==> src/rtl/fpdr_pkg.sv <==
package fpdr_pkg;

	// Posture codes
	localparam logic [2:0] P_BALANCE   = 3'd0;
	localparam logic [2:0] P_LEFTFALL  = 3'd1;
	localparam logic [2:0] P_RIGHTFALL = 3'd2;
	localparam logic [2:0] P_DIVED     = 3'd3;
	localparam logic [2:0] P_LIED      = 3'd4;
	localparam logic [2:0] P_DIVING    = 3'd5;
	localparam logic [2:0] P_LYING     = 3'd6;

	// Recovery request codes
	localparam logic [2:0] REQ_NONE          = 3'd0;
	localparam logic [2:0] REQ_LEFT_TO_LIE   = 3'd1;
	localparam logic [2:0] REQ_LEFT_TO_DIVE  = 3'd2;
	localparam logic [2:0] REQ_RIGHT_TO_LIE  = 3'd3;
	localparam logic [2:0] REQ_RIGHT_TO_DIVE = 3'd4;
	localparam logic [2:0] REQ_UP_FROM_LIE   = 3'd5;
	localparam logic [2:0] REQ_UP_FROM_DIVE  = 3'd6;

	// Configuration register indexes
	localparam int unsigned CFG_IDX_W = 2;
	localparam logic [CFG_IDX_W-1:0] CFG_ACCEL_THRESHOLD = 2'd0;
	localparam logic [CFG_IDX_W-1:0] CFG_SETTLE_MS       = 2'd1;
	localparam logic [CFG_IDX_W-1:0] CFG_RECOVER_MS      = 2'd2;
	localparam logic [CFG_IDX_W-1:0] CFG_MODE_SWAP_MS    = 2'd3;
	localparam int unsigned CFG_DATA_W = 16;

	// Reset values: 9.0 m/s2 in Q8.8, 0.09 s, 0.3 s, 2.0 s
	localparam logic signed [15:0] ACCEL_THRESHOLD_RST = 16'sd2304;
	localparam logic [15:0]        SETTLE_MS_RST       = 16'd90;
	localparam logic [15:0]        RECOVER_MS_RST      = 16'd300;
	localparam logic [15:0]        MODE_SWAP_MS_RST    = 16'd2000;

	localparam logic [15:0] UNBAL_MAX = 16'hFFFF;

	typedef struct packed {
		logic               left_fall;
		logic               right_fall;
		logic               dived_flag;
		logic               lied_flag;
		logic               diving_flag;
		logic               lying_flag;
		logic signed [15:0] accel_z;
		logic [31:0]        now_ms;
		logic               task_idle;
		logic [15:0]        task_duration_ms;
	} in_t;

	typedef struct packed {
		logic [2:0]  posture;
		logic [2:0]  candidate;
		logic [15:0] unbalance_ticks;
		logic [2:0]  recovery_request;
	} out_t;

endpackage

==> src/rtl/fall_posture_debounce_recovery.sv <==
// Channel  | Direction | Handshake             | Payload
// ---------+-----------+-----------------------+--------------------------
// in       | input     | in_valid / in_ready   | in_data  (fpdr_pkg::in_t)
// out      | output    | out_valid / out_ready | out_data (fpdr_pkg::out_t)
// cfg      | input     | cfg_we                | cfg_index, cfg_wdata
//
// One request per cycle sustained while out_ready stays high.
// A request is registered, then the posture logic runs in one pass into the result register,
// updating the tracking state in the same edge.
// arst_n clears control state, tracking state and configuration to their defaults.
// A stalled result holds the input register; in_ready stays high while the input register
// is empty or moving forward.
module fall_posture_debounce_recovery (
	input  logic                                  clk,
	input  logic                                  arst_n,
	input  logic                                  in_valid,
	output logic                                  in_ready,
	input  fpdr_pkg::in_t                         in_data,
	output logic                                  out_valid,
	input  logic                                  out_ready,
	output fpdr_pkg::out_t                        out_data,
	input  logic                                  cfg_we,
	input  logic [fpdr_pkg::CFG_IDX_W-1:0]        cfg_index,
	input  logic [fpdr_pkg::CFG_DATA_W-1:0]       cfg_wdata
);
	import fpdr_pkg::*;

	// Configuration registers
	logic signed [15:0] accel_threshold_q;
	logic [15:0]        settle_ms_q;
	logic [15:0]        recover_ms_q;
	logic [15:0]        mode_swap_ms_q;

	// Tracking state
	logic [2:0]  posture_q;
	logic [2:0]  last_cand_q;
	logic [31:0] hold_start_q;
	logic [15:0] unbal_q;
	logic        prefer_dive_q;

	// Pipeline
	logic  valid_s1;
	in_t   req_s1;
	logic  out_valid_q;
	out_t  out_data_q;
	logic  advance;

	// Next-state values
	logic [2:0]  cand;
	logic [15:0] unbal_next;
	logic [31:0] hold_start_next;
	logic [31:0] held_ms;
	logic [2:0]  posture_next;
	logic        prefer_next;
	logic [2:0]  rec_req;

	assign advance   = valid_s1 && (!out_valid_q || out_ready);
	assign in_ready  = !valid_s1 || advance;
	assign out_valid = out_valid_q;
	assign out_data  = out_data_q;

	// Config writes
	always_ff @(posedge clk or negedge arst_n) begin
		if (!arst_n) begin
			accel_threshold_q <= ACCEL_THRESHOLD_RST;
			settle_ms_q       <= SETTLE_MS_RST;
			recover_ms_q      <= RECOVER_MS_RST;
			mode_swap_ms_q    <= MODE_SWAP_MS_RST;
		end else if (cfg_we) begin
			unique case (cfg_index)
				CFG_ACCEL_THRESHOLD: accel_threshold_q <= $signed(cfg_wdata);
				CFG_SETTLE_MS:       settle_ms_q       <= cfg_wdata;
				CFG_RECOVER_MS:      recover_ms_q      <= cfg_wdata;
				CFG_MODE_SWAP_MS:    mode_swap_ms_q    <= cfg_wdata;
				default: ;
			endcase
		end
	end

	// Candidate: priority encode, then acceleration override
	always_comb begin
		if (req_s1.left_fall)        cand = P_LEFTFALL;
		else if (req_s1.right_fall)  cand = P_RIGHTFALL;
		else if (req_s1.dived_flag)  cand = P_DIVED;
		else if (req_s1.lied_flag)   cand = P_LIED;
		else if (req_s1.diving_flag) cand = P_DIVING;
		else if (req_s1.lying_flag)  cand = P_LYING;
		else if (last_cand_q == P_DIVED || last_cand_q == P_LIED ||
				last_cand_q == P_BALANCE)
			cand = P_BALANCE;
		else
			cand = last_cand_q;
		if (req_s1.accel_z > accel_threshold_q) cand = P_BALANCE;
	end

	// Counter, debounce and preference
	always_comb begin
		if (cand == P_BALANCE)       unbal_next = '0;
		else if (unbal_q == UNBAL_MAX) unbal_next = unbal_q;
		else                         unbal_next = unbal_q + 16'd1;

		hold_start_next = (cand != last_cand_q) ? req_s1.now_ms : hold_start_q;
		held_ms         = req_s1.now_ms - hold_start_next;
		posture_next    = (held_ms > {16'd0, settle_ms_q}) ? cand : posture_q;

		prefer_next = prefer_dive_q;
		if (req_s1.task_idle && (req_s1.task_duration_ms > mode_swap_ms_q))
			prefer_next = !prefer_dive_q;
	end

	// Recovery request selection
	always_comb begin
		rec_req = REQ_NONE;
		if (req_s1.task_idle && (held_ms > {16'd0, recover_ms_q})) begin
			case (posture_next)
				P_LEFTFALL:  rec_req = prefer_next ? REQ_LEFT_TO_DIVE : REQ_LEFT_TO_LIE;
				P_RIGHTFALL: rec_req = prefer_next ? REQ_RIGHT_TO_DIVE : REQ_RIGHT_TO_LIE;
				P_LIED:      rec_req = REQ_UP_FROM_LIE;
				P_DIVED:     rec_req = REQ_UP_FROM_DIVE;
				default:     rec_req = REQ_NONE;
			endcase
		end
	end

	// Input register
	always_ff @(posedge clk or negedge arst_n) begin
		if (!arst_n) begin
			valid_s1 <= 1'b0;
		end else if (in_ready) begin
			valid_s1 <= in_valid;
		end
	end

	always_ff @(posedge clk) begin
		if (in_ready && in_valid) req_s1 <= in_data;
	end

	// Tracking state and result valid
	always_ff @(posedge clk or negedge arst_n) begin
		if (!arst_n) begin
			posture_q     <= P_BALANCE;
			last_cand_q   <= P_BALANCE;
			hold_start_q  <= '0;
			unbal_q       <= '0;
			prefer_dive_q <= 1'b0;
			out_valid_q   <= 1'b0;
		end else begin
			if (advance) begin
				posture_q     <= posture_next;
				last_cand_q   <= cand;
				hold_start_q  <= hold_start_next;
				unbal_q       <= unbal_next;
				prefer_dive_q <= prefer_next;
				out_valid_q   <= 1'b1;
			end else if (out_ready) begin
				out_valid_q   <= 1'b0;
			end
		end
	end

	// Result register
	always_ff @(posedge clk) begin
		if (advance) begin
			out_data_q.posture          <= posture_next;
			out_data_q.candidate        <= cand;
			out_data_q.unbalance_ticks  <= unbal_next;
			out_data_q.recovery_request <= rec_req;
		end
	end

	// Balance candidate always shows a cleared counter
	a_unbal_clear: assert property (@(posedge clk) disable iff (!arst_n)
		out_valid && out_data.candidate == P_BALANCE |-> out_data.unbalance_ticks == 16'd0)
		else $error("unbalance count not cleared on balance candidate");

	// Requests only for fallen, dived or lied postures
	a_req_posture: assert property (@(posedge clk) disable iff (!arst_n)
		out_valid && out_data.recovery_request != REQ_NONE |->
		(out_data.posture == P_LEFTFALL || out_data.posture == P_RIGHTFALL ||
		 out_data.posture == P_DIVED || out_data.posture == P_LIED))
		else $error("recovery request for a posture without recovery");

	// Tracked candidate, counter and posture match the result just produced
	a_last_cand: assert property (@(posedge clk) disable iff (!arst_n)
		advance |=> out_valid && last_cand_q == out_data.candidate && unbal_q ==
		out_data.unbalance_ticks && posture_q == out_data.posture)
		else $error("tracking state out of step with result");

	// Empty output stage never blocks input
	a_ready: assert property (@(posedge clk) disable iff (!arst_n)
		!out_valid_q |-> in_ready)
		else $error("input stalled with empty output stage");

endmodule

==> config.mk <==
export PLATFORM = sky130hd
export DESIGN_NAME = fall_posture_debounce_recovery
export DESIGN_NICKNAME = d
export VERILOG_FILES = /design/src/rtl/fpdr_pkg.sv /design/src/rtl/fall_posture_debounce_recovery.sv
export SDC_FILE = /design/constraint.sdc
export NUM_CORES = 1
export LEC_CHECK = 0
export ABC_CLOCK_PERIOD_IN_PS = 6900
export BUFFER_PORTS_ARGS = -buffer_cell sky130_fd_sc_hd__buf_2
export CELL_PAD_IN_SITES_DETAIL_PLACEMENT = 0
export CELL_PAD_IN_SITES_GLOBAL_PLACEMENT = 2
export CORE_UTILIZATION = 30
export CTS_BUF_LIST = sky130_fd_sc_hd__clkbuf_4 sky130_fd_sc_hd__clkbuf_8
export CTS_CLUSTER_SIZE = 28
export DETAILED_ROUTE_END_ITERATION = 10
export GPL_TIMING_DRIVEN = 0
export PLACE_DENSITY_LB_ADDON = 0.1
export SLEW_MARGIN = 10
export SYNTH_ARGS = -nofsm -noshare
export SYNTH_HDL_FRONTEND = slang
export SYNTH_SLANG_ARGS = --single-unit
==> constraint.sdc <==
create_clock -name clk -period 6.9 [get_ports clk]
set_input_delay 0 -clock clk [delete_from_list [all_inputs] [get_ports clk]]
set_output_delay 0 -clock clk [all_outputs]
set_load 0.1 [all_outputs]
Yosys cells after proc, flatten, opt, wreduce, memory -nomap -nowiden
Index checks and enable logic that the tools add are counted. Widths: inputs -> output; s select.

Add/sub/neg operators: 2. Multipliers: 0. Divide/modulo/power cells: 0. $lt $le $gt $ge: 4. Equal/unequal tests: 11. Shift-type cells: 0. Mux-type cells: 18. Bitwise operators: 0. Reductions and logical operators: 19.

Operators by type and width (number): $gt 32x16->1 (2); $gt 16x16->1 (2); $mux 16 (2); $mux 32 (1); $sub 32x32->32 (1); $mux 3 (10); $add 16x1->16 const B (1); $eq 16x16->1 const B (1); $pmux 3 s4 (1); $eq 3x2->1 const B (3); $reduce_and 2->1 (4); $eq 3x3->1 const B (2); $logic_not 3->1 (2); $eq 2x2->1 const B (2); $logic_and 1x1->1 (4); $logic_or 1x1->1 (4); $eq 3x1->1 const B (1); $logic_not 1->1 (3); $mux 1 (3); $ne 3x3->1 (1); $eq 2x1->1 const B (1); $logic_not 2->1 (1); $mux 2 (1); $reduce_bool 2->1 (1).

Bits in registers: 217. Bits in latches: 0. Memory bits (writable): 0. Bits in read-only memories: 0. Input bits: 94. Memories kept: 0.

Longest topological paths before layout
Gate-level depths: netlist (run 1).

Word-level depth: 18. Gate-level depth with buffers: 33. Gate-level depth less buffers: 31.

Worst setup path after synthesis (run 1)
Ideal clock, no wire load.

Path type: reg2reg. Start point: reg accel_threshold_q[11]. End point: reg out_data_q, in the netlist out_data[23], data pin. Library setup time: 262 ps. Data arrival time: 6469 ps. Required time: 6638 ps. Path slack: 169 ps. Cell stages (with the launch flop): 30. Path buffers: 2. Path through: dfstp_2 > inv_1 > ha_1 > nand4_1 > nor4_2 > nor4b_1 > a21boi_0 > buf_2 > nor2_1 > clkbuf_1 > mux2i_1 > ha_1 > a21oi_1 > o21ai_0 > or2_2 > a21oi_1 > nor2_1 > a21oi_1 > a21boi_0 > o221ai_1 > xor2_1 > ha_1 > a21o_1 > a21o_1 > a21oi_1 > o21ai_0 > o21ai_0 > o211ai_1 > nor4_4 > mux2_1.

Word-level cells in the longest chain between the ends: 7.

RTL lines: start: declaration (line fall_posture_debounce_recovery.sv:29) `logic signed [15:0] accel_threshold_q;`; start signal: assignment (line fall_posture_debounce_recovery.sv:71) `CFG_ACCEL_THRESHOLD: accel_threshold_q <= $signed(cfg_wdata);`; $gt 16x16->1 * (line fall_posture_debounce_recovery.sv:93) `if (req_s1.accel_z > accel_threshold_q) cand = P_BALANCE;`; $mux 3 * (line fall_posture_debounce_recovery.sv:93); $ne 3x3->1 (line fall_posture_debounce_recovery.sv:102) `hold_start_next = (cand != last_cand_q) ? req_s1.now_ms : hold_start_q;`; $mux 32 (line fall_posture_debounce_recovery.sv:102); $sub 32x32->32 (line fall_posture_debounce_recovery.sv:103) `held_ms = req_s1.now_ms - hold_start_next;`; $gt 32x16->1 (line fall_posture_debounce_recovery.sv:104) `posture_next = (held_ms > {16'd0, settle_ms_q}) ? cand : posture_q;`; $mux 3 * (line fall_posture_debounce_recovery.sv:104); via posture_next[1] (line fall_posture_debounce_recovery.sv:53) `logic [2:0] posture_next;`; end: declaration (line fall_posture_debounce_recovery.sv:45) `out_t out_data_q;`.

Mark *: on every way through the listed nets, which the timed path passes. The rest lies on a longest branch. A chain may end at the register's enable or synchronous reset.

Worst setup path after layout (run 1)
Start point: reg accel_threshold_q[11]. End point: reg out_data_q, in the netlist out_data[22], data pin.

The elaborated chain is that of the path after synthesis.

==> results of run 1 <==
[through the flow]
step                cells   util  hold WS [ns]
global placement     1833  0.338         0.177
global route         2035  0.399        0.0526
CTS                  2030  0.394        0.0144
floorplan            1181      -        -0.296
finish               2035  0.399        0.0547
detailed placement   1835  0.339        0.0951
[sequential cells by signal, indices dropped and copies added (netlist names)]
register and cells:
req_s1 71, recover_ms_q 16, accel_threshold_q 16, valid_s1 1
mode_swap_ms_q 16, hold_start_q 32, out_data 25, prefer_dive_q 1
last_cand_q 3, posture_q 3, out_valid 1, settle_ms_q 16
unbal_q 16
[cell families (layout without fill, tap and decap cells)]
| group | after synthesis | count (layout) |
|---|---|---|
| simple gates | 324 | 324 |
| compound gates | 273 | 273 |
| flops | 217 | 217 |
| buf+inv | 120 | 442 |
| mux | 119 | 119 |
| fa+ha+maj | 97 | 97 |
| xor+xnor | 31 | 31 |
[worst max-delay path, delay by kind of cell, from the launching register on]
| family | cells | cell delay (ns) |
|---|---|---|
| compound gates | 4 | 0.74 |
| xor+xnor | 1 | 0.18 |
| fa+ha+maj | 3 | 0.87 |
| buf+inv | 7 | 1.36 |
| flops | 1 | 0.52 |
| mux | 2 | 0.48 |
| simple gates | 10 | 2.17 |
[path summary, 6_finish.rpt]
check | end | slack, ns | cells past startpoint
setup reg to reg | out_data[22] | 0.31 | 27
setup / recovery | out_data[22] | 0.31 | 27
hold reg to reg | out_valid | 0.49 | 1
max in group asynchronous | mode_swap_ms_q[10] | 5.74 | 4
hold / removal | recover_ms_q[4] | 0.05 | 3
min in group asynchronous | hold_start_q[9] | 0.45 | 3
[per-layer routing]
metal / up-vias / share of wire
li1: 4933 / -
met1: 4803 / 0.48
met2: 176 / 0.46
met3: 50 / 0.037
met4: 0 / 0.024
met5: - / 0
[cell type report]
cell class              count  area [um^2]  share of cell area
well taps                 532          666              0.0405
plain buffers              34          176              0.0107
flip-flops and latches    217         5930               0.361
clock inverters            13         83.8             0.00510
multi-input cells         844         6580               0.400
repair buffers            243         1830               0.111
clock buffers              67          847              0.0516
inverters                  85          319              0.0194
[power by group through the flow]
| stage | clock, mW | sequential (mW) | combinational, mW |
|---|---|---|---|
| finish | 1.40 | 1.74 | 3.22 |
| global route | 1.52 | 1.77 | 3.62 |
| CTS | 1.47 | 1.73 | 3.17 |
| detailed placement | 0 | 1.75 | 2.91 |
| global placement | 0 | 1.75 | 2.91 |
| floorplan | 0 | 1.81 | 2.05 |
[synth_stat cells (all sizes together) (31+ instances only)]
cell type,number
inv,85
clkbuf,31
o21ai,63
edfxtp,96
mux2,92
a21oi,65
nor2,68
a21o,46
dfrtp,105
nand4,33
ha,93
nand2,91
[what timing repair did]
item | CTS | global route
endpoints found under the hold margin | 281 | 0
gates resized for setup | 49 | 31
buffers inserted | 17 | 6
pin swaps | 16 | 9
endpoints found under the setup margin | 9 | 9
hold buffers | 98 | 0
==> metrics.log, run 1 <==
[metrics] Worst Hold Launch: cfg_we
[metrics] final-layout setup total negative slack: 0 ns
[metrics] number of max-slew violations in the final report: 0
[metrics] GRT Residual Overflow: 0
[metrics] CTS HTree Levels: 2
[metrics] maximum clock insertion buffer count: 3
[metrics] clock tree from TritonCTS: done
[metrics] total number of vias: between 9000 and 10000
[metrics] Port Buffer Count: between 100 and 150
[metrics] Vias per Instance: between 4 and 5
[metrics] mean post-synth cell area: roughly 11 um^2
[metrics] pin count of the biggest net entering global routing: 53
[metrics] GRT Max-Usage Layer: met2
[metrics] dominant combinational cell family by area after synthesis: compound AO/OA/AOI/OAI gates
[metrics] Filler Cell Count: 4049
[metrics] total die area: roughly 0.043 mm^2
[metrics] routed wire length: 36.6 mm
[metrics] total leakage power: 7.18 nW
[metrics] Min-Delay Path Class: in -> reg
[metrics] most prevalent standard cell on the critical path: ha_1
[metrics] worst setup path startpoint: accel_threshold_q[11]
[metrics] most frequently used flop master after synthesis: dfrtp_1
[metrics] portion of total power attributed to combinational logic: 0.507
[metrics] overall fraction of global-route tracks in use: 0.174
[metrics] number of placement rows: 74
[metrics] Power Total: between 6 and 7 mW
[metrics] drt drc: 0
[metrics] Syn Std Cell Area: between 0.01 and 0.015 mm^2
[metrics] Inserted Clock Buffers: 43
[metrics] worst-case setup slack after placement: -2.01 ns
[metrics] number of distinct library cells after synthesis: between 80 and 90
[metrics] I/O Pins: roughly 120
[metrics] Worst setup EP type: flip-flop
[metrics] post-synthesis share of cell area spent on and, or, nand and nor gates: 0.130
[metrics] mux contribution to synthesized area: 0.104
[metrics] largest area contributor in the netlist: edfxtp_1
[metrics] met3 routing resource usage after global routing: 0.0297
[metrics] total number of nets in the final design: 1656
[metrics] highest attainable clock frequency: between 150 and 200 MHz
[metrics] fin crit share: 0.955
[metrics] fraction of registers with async set or reset after synthesis: 0.558
[metrics] top area cells in the synthesized netlist: edfxtp_1 23%, dfrtp_1 21%, ha_1 9.2%
[metrics] per-cell routed wire length: between 15 and 20 um
[metrics] Initial Util: 0.307
[metrics] met1 track demand over resource: 0.234
[metrics] run status: complete, no violations
[metrics] Int Pwr: between 3 and 4 mW
[metrics] met2 usage: 0.281
[metrics] HPWL reported at the end of detailed placement: around 27 mm
[metrics] drt first-iter violations: 432
[metrics] number of optimization iterations in the first detailed-route pass: 5
[metrics] arithmetic-cell share of the synthesized area counting full adders, half adders and majority gates: 0.0960
[metrics] worst slew slack as a fraction of its limit: 0.290
[metrics] buffer cell driving the clock tree root: clkbuf_8
[metrics] CP max stage delay: 0.52 ns
[metrics] highest fanout seen on the critical path: 8
[metrics] number of standard cells after synthesis: approximately 1200
[metrics] final RePlAce weighted congestion: just over 0.8
[metrics] sort of element at the start of the critical path: flip-flop
[metrics] Max Cap Violations: 0
[metrics] Yosys top cell area share: 0.228
[metrics] clock latency on the worst-skew pair: about 0.62 ns
[metrics] switching power summed over all nets: about 2.6 mW
[metrics] Worst path slowest cell: dfstp_2
[metrics] critical path required time: slightly above 7 ns
[metrics] synthesis-to-layout area growth: 29.9%
[metrics] synthesized-area fraction occupied by ao, oa, aoi and oai cells: 0.143
[metrics] worst-case vdd ir drop: approximately 0.00014 V
[metrics] number of antenna violations at the first check in global routing: 0
[metrics] critical register-to-register path startpoint: accel_threshold_q[11]
[metrics] number of enable-type register cells in the synthesized netlist: 96
[metrics] number of endpoints failing setup at the final stage: 0
[metrics] commonest cells after routing, fill and taps aside: 120 x buf_2, 105 x dfrtp_1, 97 x dlygate4sd3_1
[metrics] number of global-route vias before repair: between 10000 and 15000
[metrics] Clock Skews: roughly 0.037 ns
[metrics] Synth Area in XOR/XNOR: 0.0215
[metrics] total number of clock tree sinks: about 220
[metrics] share of total power in the clock network: 0.220
[metrics] first-pass GRT wire length: 58.5 mm
[metrics] diode count: 0
[metrics] synthesized net count: about 1400
[metrics] clock edge transition at the registers on the reported setup and hold paths: around 0.060 ns
[metrics] commonest non-fill, non-tap cell in the layout: buf_2
[metrics] finished layout cell area: approximately 0.016 mm^2
[metrics] Die Span X: between 200 and 250 um
[metrics] standard cell area after detailed placement: around 0.014 mm^2
[metrics] Ys Warns: 0
[metrics] P per Cell Area: 387 mW/mm^2
[metrics] Die Y: between 200 and 250 um
[metrics] WS Path Type: reg -> reg
[metrics] number of endpoints with negative hold slack in the final report: 0
[metrics] switching portion of total power: 0.410
[metrics] arrival time at the worst endpoint: 6.94 ns
[metrics] post-detailed-route count of antenna-violating nets: 0
[metrics] share of the yosys chip area belonging to registers: 0.469
[metrics] Worst Tran Pin Value: about 1.1 ns
[metrics] worst setup margin: just over 0.3 ns
[metrics] post-synthesis register bit count: approximately 220
[metrics] Reg power frac: 0.273
[metrics] Final min period: 6.59 ns
[metrics] Core Box Area: 0.0412 mm^2
[metrics] fraction of final layout cells with drive strength greater than 1: 0.269
Power figures use the tool's default switching activity.
==> run 2: changes to the inputs <==
--- a/config.mk
+++ b/config.mk
@@ -5,6 +5,7 @@
 export SDC_FILE = /design/constraint.sdc
 export NUM_CORES = 1
 export LEC_CHECK = 0
+export ABC_AREA = 1
 export ABC_CLOCK_PERIOD_IN_PS = 6900
 export BUFFER_PORTS_ARGS = -buffer_cell sky130_fd_sc_hd__buf_2
 export CELL_PAD_IN_SITES_DETAIL_PLACEMENT = 0
@@ -14,6 +15,7 @@
 export CTS_CLUSTER_SIZE = 28
 export DETAILED_ROUTE_END_ITERATION = 10
 export GPL_TIMING_DRIVEN = 0
+export MAX_ROUTING_LAYER = met4
 export PLACE_DENSITY_LB_ADDON = 0.1
 export SLEW_MARGIN = 10
 export SYNTH_ARGS = -nofsm -noshare
==> metrics.log, run 2 <==
[metrics] number of enable-type register cells in the synthesized netlist: between 90 and 100
[metrics] number of endpoints with negative hold slack in the final report: 0
[metrics] arrival time at the worst endpoint: 6.64 ns
[metrics] Final min period: ~6.3 ns
[metrics] clock tree from TritonCTS: done
[metrics] run status: complete, no violations
[metrics] Placed Cells incl. Taps: about 2100
[metrics] Initial Util: 0.307
[metrics] critical path required time: ~7.2 ns
[metrics] Die Y: 205 um
[metrics] mean post-synth cell area: 8.52 um^2
[metrics] largest area contributor in the netlist: edfxtp_1
[metrics] end point of the most critical hold path: req_s1[6]
[metrics] number of max-slew violations in the final report: 0
[metrics] overall fraction of global-route tracks in use: 0.187
[metrics] commonest non-fill, non-tap cell in the layout: nand2_1
[metrics] fraction of final layout cells with drive strength greater than 1: 0.165
[metrics] HPWL reported at the end of detailed placement: approximately 28 mm
[metrics] unrepaired setup endpoints after global routing: false
[metrics] terminus of the critical flop-to-flop path: out_data[2]
[metrics] worst-case register-to-register setup slack: roughly 0.6 ns
[metrics] most prevalent standard cell on the critical path: nand2_1
[metrics] Worst setup EP type: flip-flop
[metrics] synthesis-to-layout area growth: 28.3%
[metrics] total number of clock tree sinks: approximately 220
[metrics] number of optimization iterations in the first detailed-route pass: 5
[metrics] per-cell routed wire length: approximately 16 um
[metrics] highest attainable clock frequency: 159 MHz
[metrics] worst slew slack as a fraction of its limit: 0.277
[metrics] GRT Residual Overflow: 0
[metrics] post-detailed-route count of antenna-violating nets: 0
[metrics] number of endpoints failing setup at the final stage: 0
[metrics] share of the yosys chip area belonging to registers: 0.480
[metrics] Port Buffer Count: 120
[metrics] number of flip-flops in the largest register: 71
[metrics] CTS HTree Levels: 2
[metrics] clock edge transition at the registers on the reported setup and hold paths: about 0.060 ns
[metrics] drt first-iter violations: 367
[metrics] highest fanout seen on the critical path: 8
[metrics] synthesized net count: between 1500 and 2000
[metrics] Vias per Instance: roughly 4.6
[metrics] final-layout setup total negative slack: 0 ns
[metrics] fraction of registers with async set or reset after synthesis: 0.558
[metrics] number of placement rows: 73
[metrics] sort of element at the start of the critical path: flip-flop
[metrics] Cell Count, Final, Fillers Out: between 2000 and 2500
[metrics] drt drc: 0
[metrics] top area cells in the synthesized netlist: edfxtp_1 23%, dfrtp_1 21%, nand2_1 11%
[metrics] number of distinct library cells after synthesis: 45
[metrics] Die Span X: between 200 and 250 um
[metrics] worst-case vdd ir drop: around 0.00016 V
[metrics] Syn Std Cell Area: 0.0124 mm^2
[metrics] total leakage power: 7.43 nW
[metrics] register bank with the most flops: req_s1
[metrics] post-synthesis register bit count: ~220
[metrics] number of standard cells after synthesis: 1451
[metrics] standard cell area after detailed placement: ~0.014 mm^2
[metrics] Yosys top cell area share: 0.233
[metrics] commonest cells after routing, fill and taps aside: 353 x nand2_1, 222 x inv_1, 171 x o21ai_0
[metrics] CP max stage delay: around 0.53 ns
[metrics] Worst path slowest cell: dfstp_2
[metrics] number of antenna violations at the first check in global routing: 2
[metrics] Worst Hold Launch: in_data[6]
[metrics] Core Box Area: roughly 0.04 mm^2
[metrics] I/O Pins: 121
[metrics] P per Cell Area: 420 mW/mm^2
[metrics] finished layout cell area: 0.0158 mm^2
[metrics] critical register-to-register path startpoint: accel_threshold_q[11]
[metrics] cell depth of the worst flop-to-flop path: 46
[metrics] buffer cell driving the clock tree root: clkbuf_8
[metrics] number of global-route vias before repair: between 10000 and 15000
[metrics] total number of nets in the final design: about 1900
[metrics] fin crit share: 0.913
[metrics] routed wire length: ~37 mm
[metrics] final RePlAce weighted congestion: around 0.8
[metrics] number of instances on the worst hold path: 2
[metrics] total die area: ~0.042 mm^2
[metrics] pin count of the biggest net entering global routing: 62
[metrics] final design utilization: 0.394
[metrics] most instantiated cells after synthesis: 357 x nand2_1, 223 x inv_1, 173 x o21ai_0, 105 x dfrtp_1, 96 x edfxtp_1
[metrics] Power Total: ~6.7 mW
[metrics] Worst Tran Pin Value: between 1 and 1.5 ns
[metrics] Ys Warns: 0
[metrics] Filler Cell Count: 4201
[metrics] Min-Delay Path Class: in -> reg
[metrics] most frequently used flop master after synthesis: dfrtp_1
[metrics] first-pass GRT wire length: about 58 mm
[metrics] WS Path Type: reg -> reg
[metrics] maximum clock insertion buffer count: 3
[metrics] clock latency on the worst-skew pair: 0.62 ns
[metrics] Clock Skews: between 0.03 and 0.04 ns
[metrics] Max Cap Violations: 0
[metrics] most common cell in the netlist: nand2_1
[metrics] total number of vias: 10435
[metrics] Inserted Clock Buffers: 44
[run 2: cell types whose count changed after synthesis, moves of 11 or more]
cell / delta
xnor2_1: -11
nand3_1: +32
o31ai_1: -12
nand2_1: +266
mux2_2: -88
mux2i_1: -27
inv_1: +139
nand2b_1: -14
o21ai_0: +117
a21o_1: -44
nor2b_1: -13
nand2_2: +15
and3_1: -13
[run 2: metrics by stage]
step,hold WS [ns],setup WS (ns)
after floorplan,-0.296,1.22
after global routing,0.0403,0.0563
after detailed placement,0.0742,-0.748
after CTS,0.0241,0.0250
after global placement,0.176,-0.824
final,0.0902,0.599
[run 2: critical path, delay by kind of cell, from the launching register on]
kind                       cells  cell delay [ns]
adders and majority gates      4             1.21
and+or+nand+nor               32             3.36
buffers and inverters          4             0.32
xor gates and xnor gates       1             0.09
AOI/OAI and AO/OA              5             0.49
DFF                            1             0.53
[run 2: report_power, final]
| group | switching, mW | internal, mW | total [mW] | leakage [nW] |
|---|---|---|---|---|
| clock network | 0.614 | 0.883 | 1.50 | 0.521 |
| registers | 0.120 | 1.60 | 1.72 | 2.44 |
| logic | 2.27 | 1.16 | 3.44 | 4.47 |
| total | 3.01 | 3.65 | 6.66 | 7.43 |
[run 2: how the worst max path moves through the flow]
stage                     cells past startpoint  slack [ns]                   from     endpoint
after floorplan                              47        1.22  accel_threshold_q[11]  out_data[2]
after global placement                       45       -0.82  accel_threshold_q[11]  out_data[2]
after detailed placement                     45       -0.75  accel_threshold_q[11]  out_data[2]
after CTS                                    44        0.03   accel_threshold_q[7]  out_data[2]
after global routing                         48        0.06  accel_threshold_q[11]  out_data[2]
final                                        46        0.60  accel_threshold_q[11]  out_data[2]
[run 2: timing repair]
item / in CTS / in global routing
pin swaps: 0 / 6
setup endpoints to repair: 9 / 9
resized for setup: 5 / 22
hold endpoints to repair: 272 / 0
buffers inserted: 0 / 11
hold buffers: 101 / 0
[run 2: layout make-up]
class | count | area, um^2 | share of cell area
clock inverters | 20 | 229 | 0.0144
flip-flops and latches | 217 | 5930 | 0.374
repair buffers | 234 | 1760 | 0.111
diodes | 2 | 5.00 | 0.000316
well taps | 525 | 657 | 0.0415
clock buffers | 61 | 771 | 0.0486
plain buffers | 28 | 119 | 0.00750
multi-input cells | 975 | 5510 | 0.348
inverters | 230 | 866 | 0.0546
[run 2: kinds of logic after synthesis]
family | count (synthesis) | synth area share
compound gates | 277 | 0.120
xor+xnor | 19 | 0.0135
fa+ha+maj | 94 | 0.0958
buf+inv | 259 | 0.0787
flops | 217 | 0.480
simple gates | 585 | 0.212
[run 2: metal layers]
layer  GRT usage  wire length, um  vias to the layer above
met4      0.0571              880                        0
met5           -                0                        -
li1            -                -                     5376
met3      0.0282             1300                       68
met2       0.302            17200                      179
met1       0.241            17500                     4812
==> run 3: changes to the inputs <==
--- a/config.mk
+++ b/config.mk
@@ -5,7 +5,6 @@
 export SDC_FILE = /design/constraint.sdc
 export NUM_CORES = 1
 export LEC_CHECK = 0
-export ABC_AREA = 1
 export ABC_CLOCK_PERIOD_IN_PS = 6900
 export BUFFER_PORTS_ARGS = -buffer_cell sky130_fd_sc_hd__buf_2
 export CELL_PAD_IN_SITES_DETAIL_PLACEMENT = 0
==> metrics.log, run 3 (synthesized netlist as in run 1, its figures left out) <==
[metrics] per-cell routed wire length: between 15 and 20 um
[metrics] Final min period: between 6 and 7 ns
[metrics] Worst Tran Pin Value: approximately 1.1 ns
[metrics] Vias per Instance: between 4 and 5
[metrics] highest fanout seen on the critical path: 10
[metrics] GRT Residual Overflow: 0
[metrics] Port Buffer Count: 120
[metrics] worst setup margin: around 0.29 ns
[metrics] routed wire length: between 30 and 40 mm
[metrics] worst-case vdd ir drop: 0.000142 V
[metrics] drt first-iter violations: 440
[metrics] Die Span X: 207 um
[metrics] number of global-route vias before repair: 10339
[metrics] arrival time at the worst endpoint: 6.96 ns
[metrics] number of placement rows: 74
[metrics] first-pass GRT wire length: 58.5 mm
[metrics] number of optimization iterations in the first detailed-route pass: 5
[metrics] I/O Pins: around 120
[metrics] total number of clock tree sinks: approximately 220
[metrics] final RePlAce weighted congestion: between 0.8 and 0.9
[metrics] diode count: 0
[metrics] drt drc: 0
[metrics] Max Cap Violations: 0
[metrics] fraction of final layout cells with drive strength greater than 1: 0.269
[metrics] buffer cell driving the clock tree root: clkbuf_8
[metrics] met3 routing resource usage after global routing: 0.0292
[metrics] critical path required time: just over 7 ns
[metrics] Die Y: about 210 um
[metrics] highest attainable clock frequency: between 150 and 200 MHz
[metrics] number of endpoints failing setup at the final stage: 0
[metrics] finished layout cell area: between 0.015 and 0.02 mm^2
[metrics] final-layout setup total negative slack: 0 ns
[metrics] commonest cells after routing, fill and taps aside: 120 x buf_2, 105 x dfrtp_1, 97 x dlygate4sd3_1
[metrics] worst-case register-to-register setup slack: slightly below 0.3 ns
[metrics] met2 usage: 0.281
[metrics] Worst setup EP type: flip-flop
[metrics] worst-case setup slack after placement: -2.01 ns
[metrics] GRT Max-Usage Layer: met2
[metrics] total number of vias: between 9000 and 10000
[metrics] total number of nets in the final design: about 1700
[metrics] Power Total: roughly 6.3 mW
[metrics] commonest non-fill, non-tap cell in the layout: buf_2
[metrics] HPWL reported at the end of detailed placement: 26.6 mm
[metrics] run status: complete, no violations
[metrics] number of antenna violations at the first check in global routing: 0
[metrics] Initial Util: 0.307
[metrics] fin crit share: 0.958
[metrics] total leakage power: 7.18 nW
[metrics] register bank with the most flops: req_s1
[metrics] overall fraction of global-route tracks in use: 0.179
[metrics] Clock Skews: 0.0380 ns
[metrics] synthesis-to-layout area growth: 29.7%
[metrics] P per Cell Area: about 390 mW/mm^2
[metrics] worst slew slack as a fraction of its limit: 0.291
[metrics] clock tree from TritonCTS: done
[metrics] CTS HTree Levels: 2
[metrics] sort of element at the start of the critical path: flip-flop
[metrics] number of max-slew violations in the final report: 0
[metrics] maximum clock insertion buffer count: 3
[metrics] standard cell area after detailed placement: about 0.014 mm^2
[metrics] WS Path Type: reg -> reg
[metrics] Min-Delay Path Class: in -> reg
[metrics] clock edge transition at the registers on the reported setup and hold paths: roughly 0.06 ns
[metrics] clock latency on the worst-skew pair: between 0.6 and 0.7 ns
[metrics] final design utilization: 0.398
[metrics] number of flip-flops in the largest register: a little over 70
[metrics] total die area: about 0.043 mm^2
[metrics] met1 track demand over resource: 0.235
[metrics] Core Box Area: around 0.04 mm^2
[metrics] number of endpoints with negative hold slack in the final report: 0
[metrics] Inserted Clock Buffers: 43
[metrics] post-detailed-route count of antenna-violating nets: 0
[metrics] pin count of the biggest net entering global routing: 53
run 3: layer usage:
metal  wire, um  vias to the layer above
met4        869                        0
met1      17500                     4829
met5          0                        -
met3       1360                       52
li1           -                     4929
met2      16900                      173
run 3: cell type report:
type | instances | area (um^2)
flip-flops and latches | 217 | 5930
well taps | 532 | 666
clock buffers | 67 | 847
repair buffers | 243 | 1830
plain buffers | 33 | 173
clock inverters | 13 | 83.8
inverters | 85 | 319
multi-input cells | 844 | 6560
fillers | 4048 | 24800
run 3: path summary, 6_finish.rpt:
check,cells after the start,end,from
max,27,out_data[22],accel_threshold_q[11]
min,3,recover_ms_q[4],cfg_we
max reg2reg,27,out_data[22],accel_threshold_q[11]
min reg2reg,1,out_valid,valid_s1
max in group asynchronous,4,mode_swap_ms_q[10],arst_n
min in group asynchronous,3,hold_start_q[9],arst_n
run 3: timing repair:
action,4_1_cts,5_1_grt
setup buffers,17,6
endpoints found under the setup margin,9,9
resized for setup,49,29
hold buffers,98,0
pin swaps,16,9
hold endpoints to repair,281,0
run 3: power by group:
| group | internal (mW) | switching [mW] | leakage, nW |
|---|---|---|---|
| Clock | 0.787 | 0.611 | 0.495 |
| Sequential | 1.60 | 0.137 | 2.39 |
| Combinational | 1.36 | 1.86 | 4.30 |
run 3: critical path, cell delays in order (launching register included):
cell and delay [ns]:
dfstp_2 0.52, inv_1 0.05, ha_1 0.28, nand4_1 0.18, buf_4 0.21, nor4_4 0.12
buf_4 0.18, a211oi_4 0.06, a311oi_4 0.41, buf_6 0.18, nor2_4 0.05, buf_4 0.15
clkbuf_4 0.23, mux2i_1 0.19, ha_1 0.25, clkbuf_1 0.22, a21o_1 0.23, a21o_1 0.17
a21oi_1 0.29, o21ai_1 0.25, a21oi_1 0.17, o21ai_0 0.14, or4_4 0.55, a22oi_1 0.23
nand4_1 0.20, nor4_4 0.30, buf_6 0.16, mux2_1 0.36
run 3: per-stage QoR:
stage / hold WS, ns / instances
2_1_floorplan: -0.296 / 1181
3_3_place_gp: 0.177 / 1833
3_5_place_dp: 0.0951 / 1835
4_1_cts: 0.0144 / 2030
5_1_grt: 0.0526 / 2034
6_report: 0.0546 / 2034
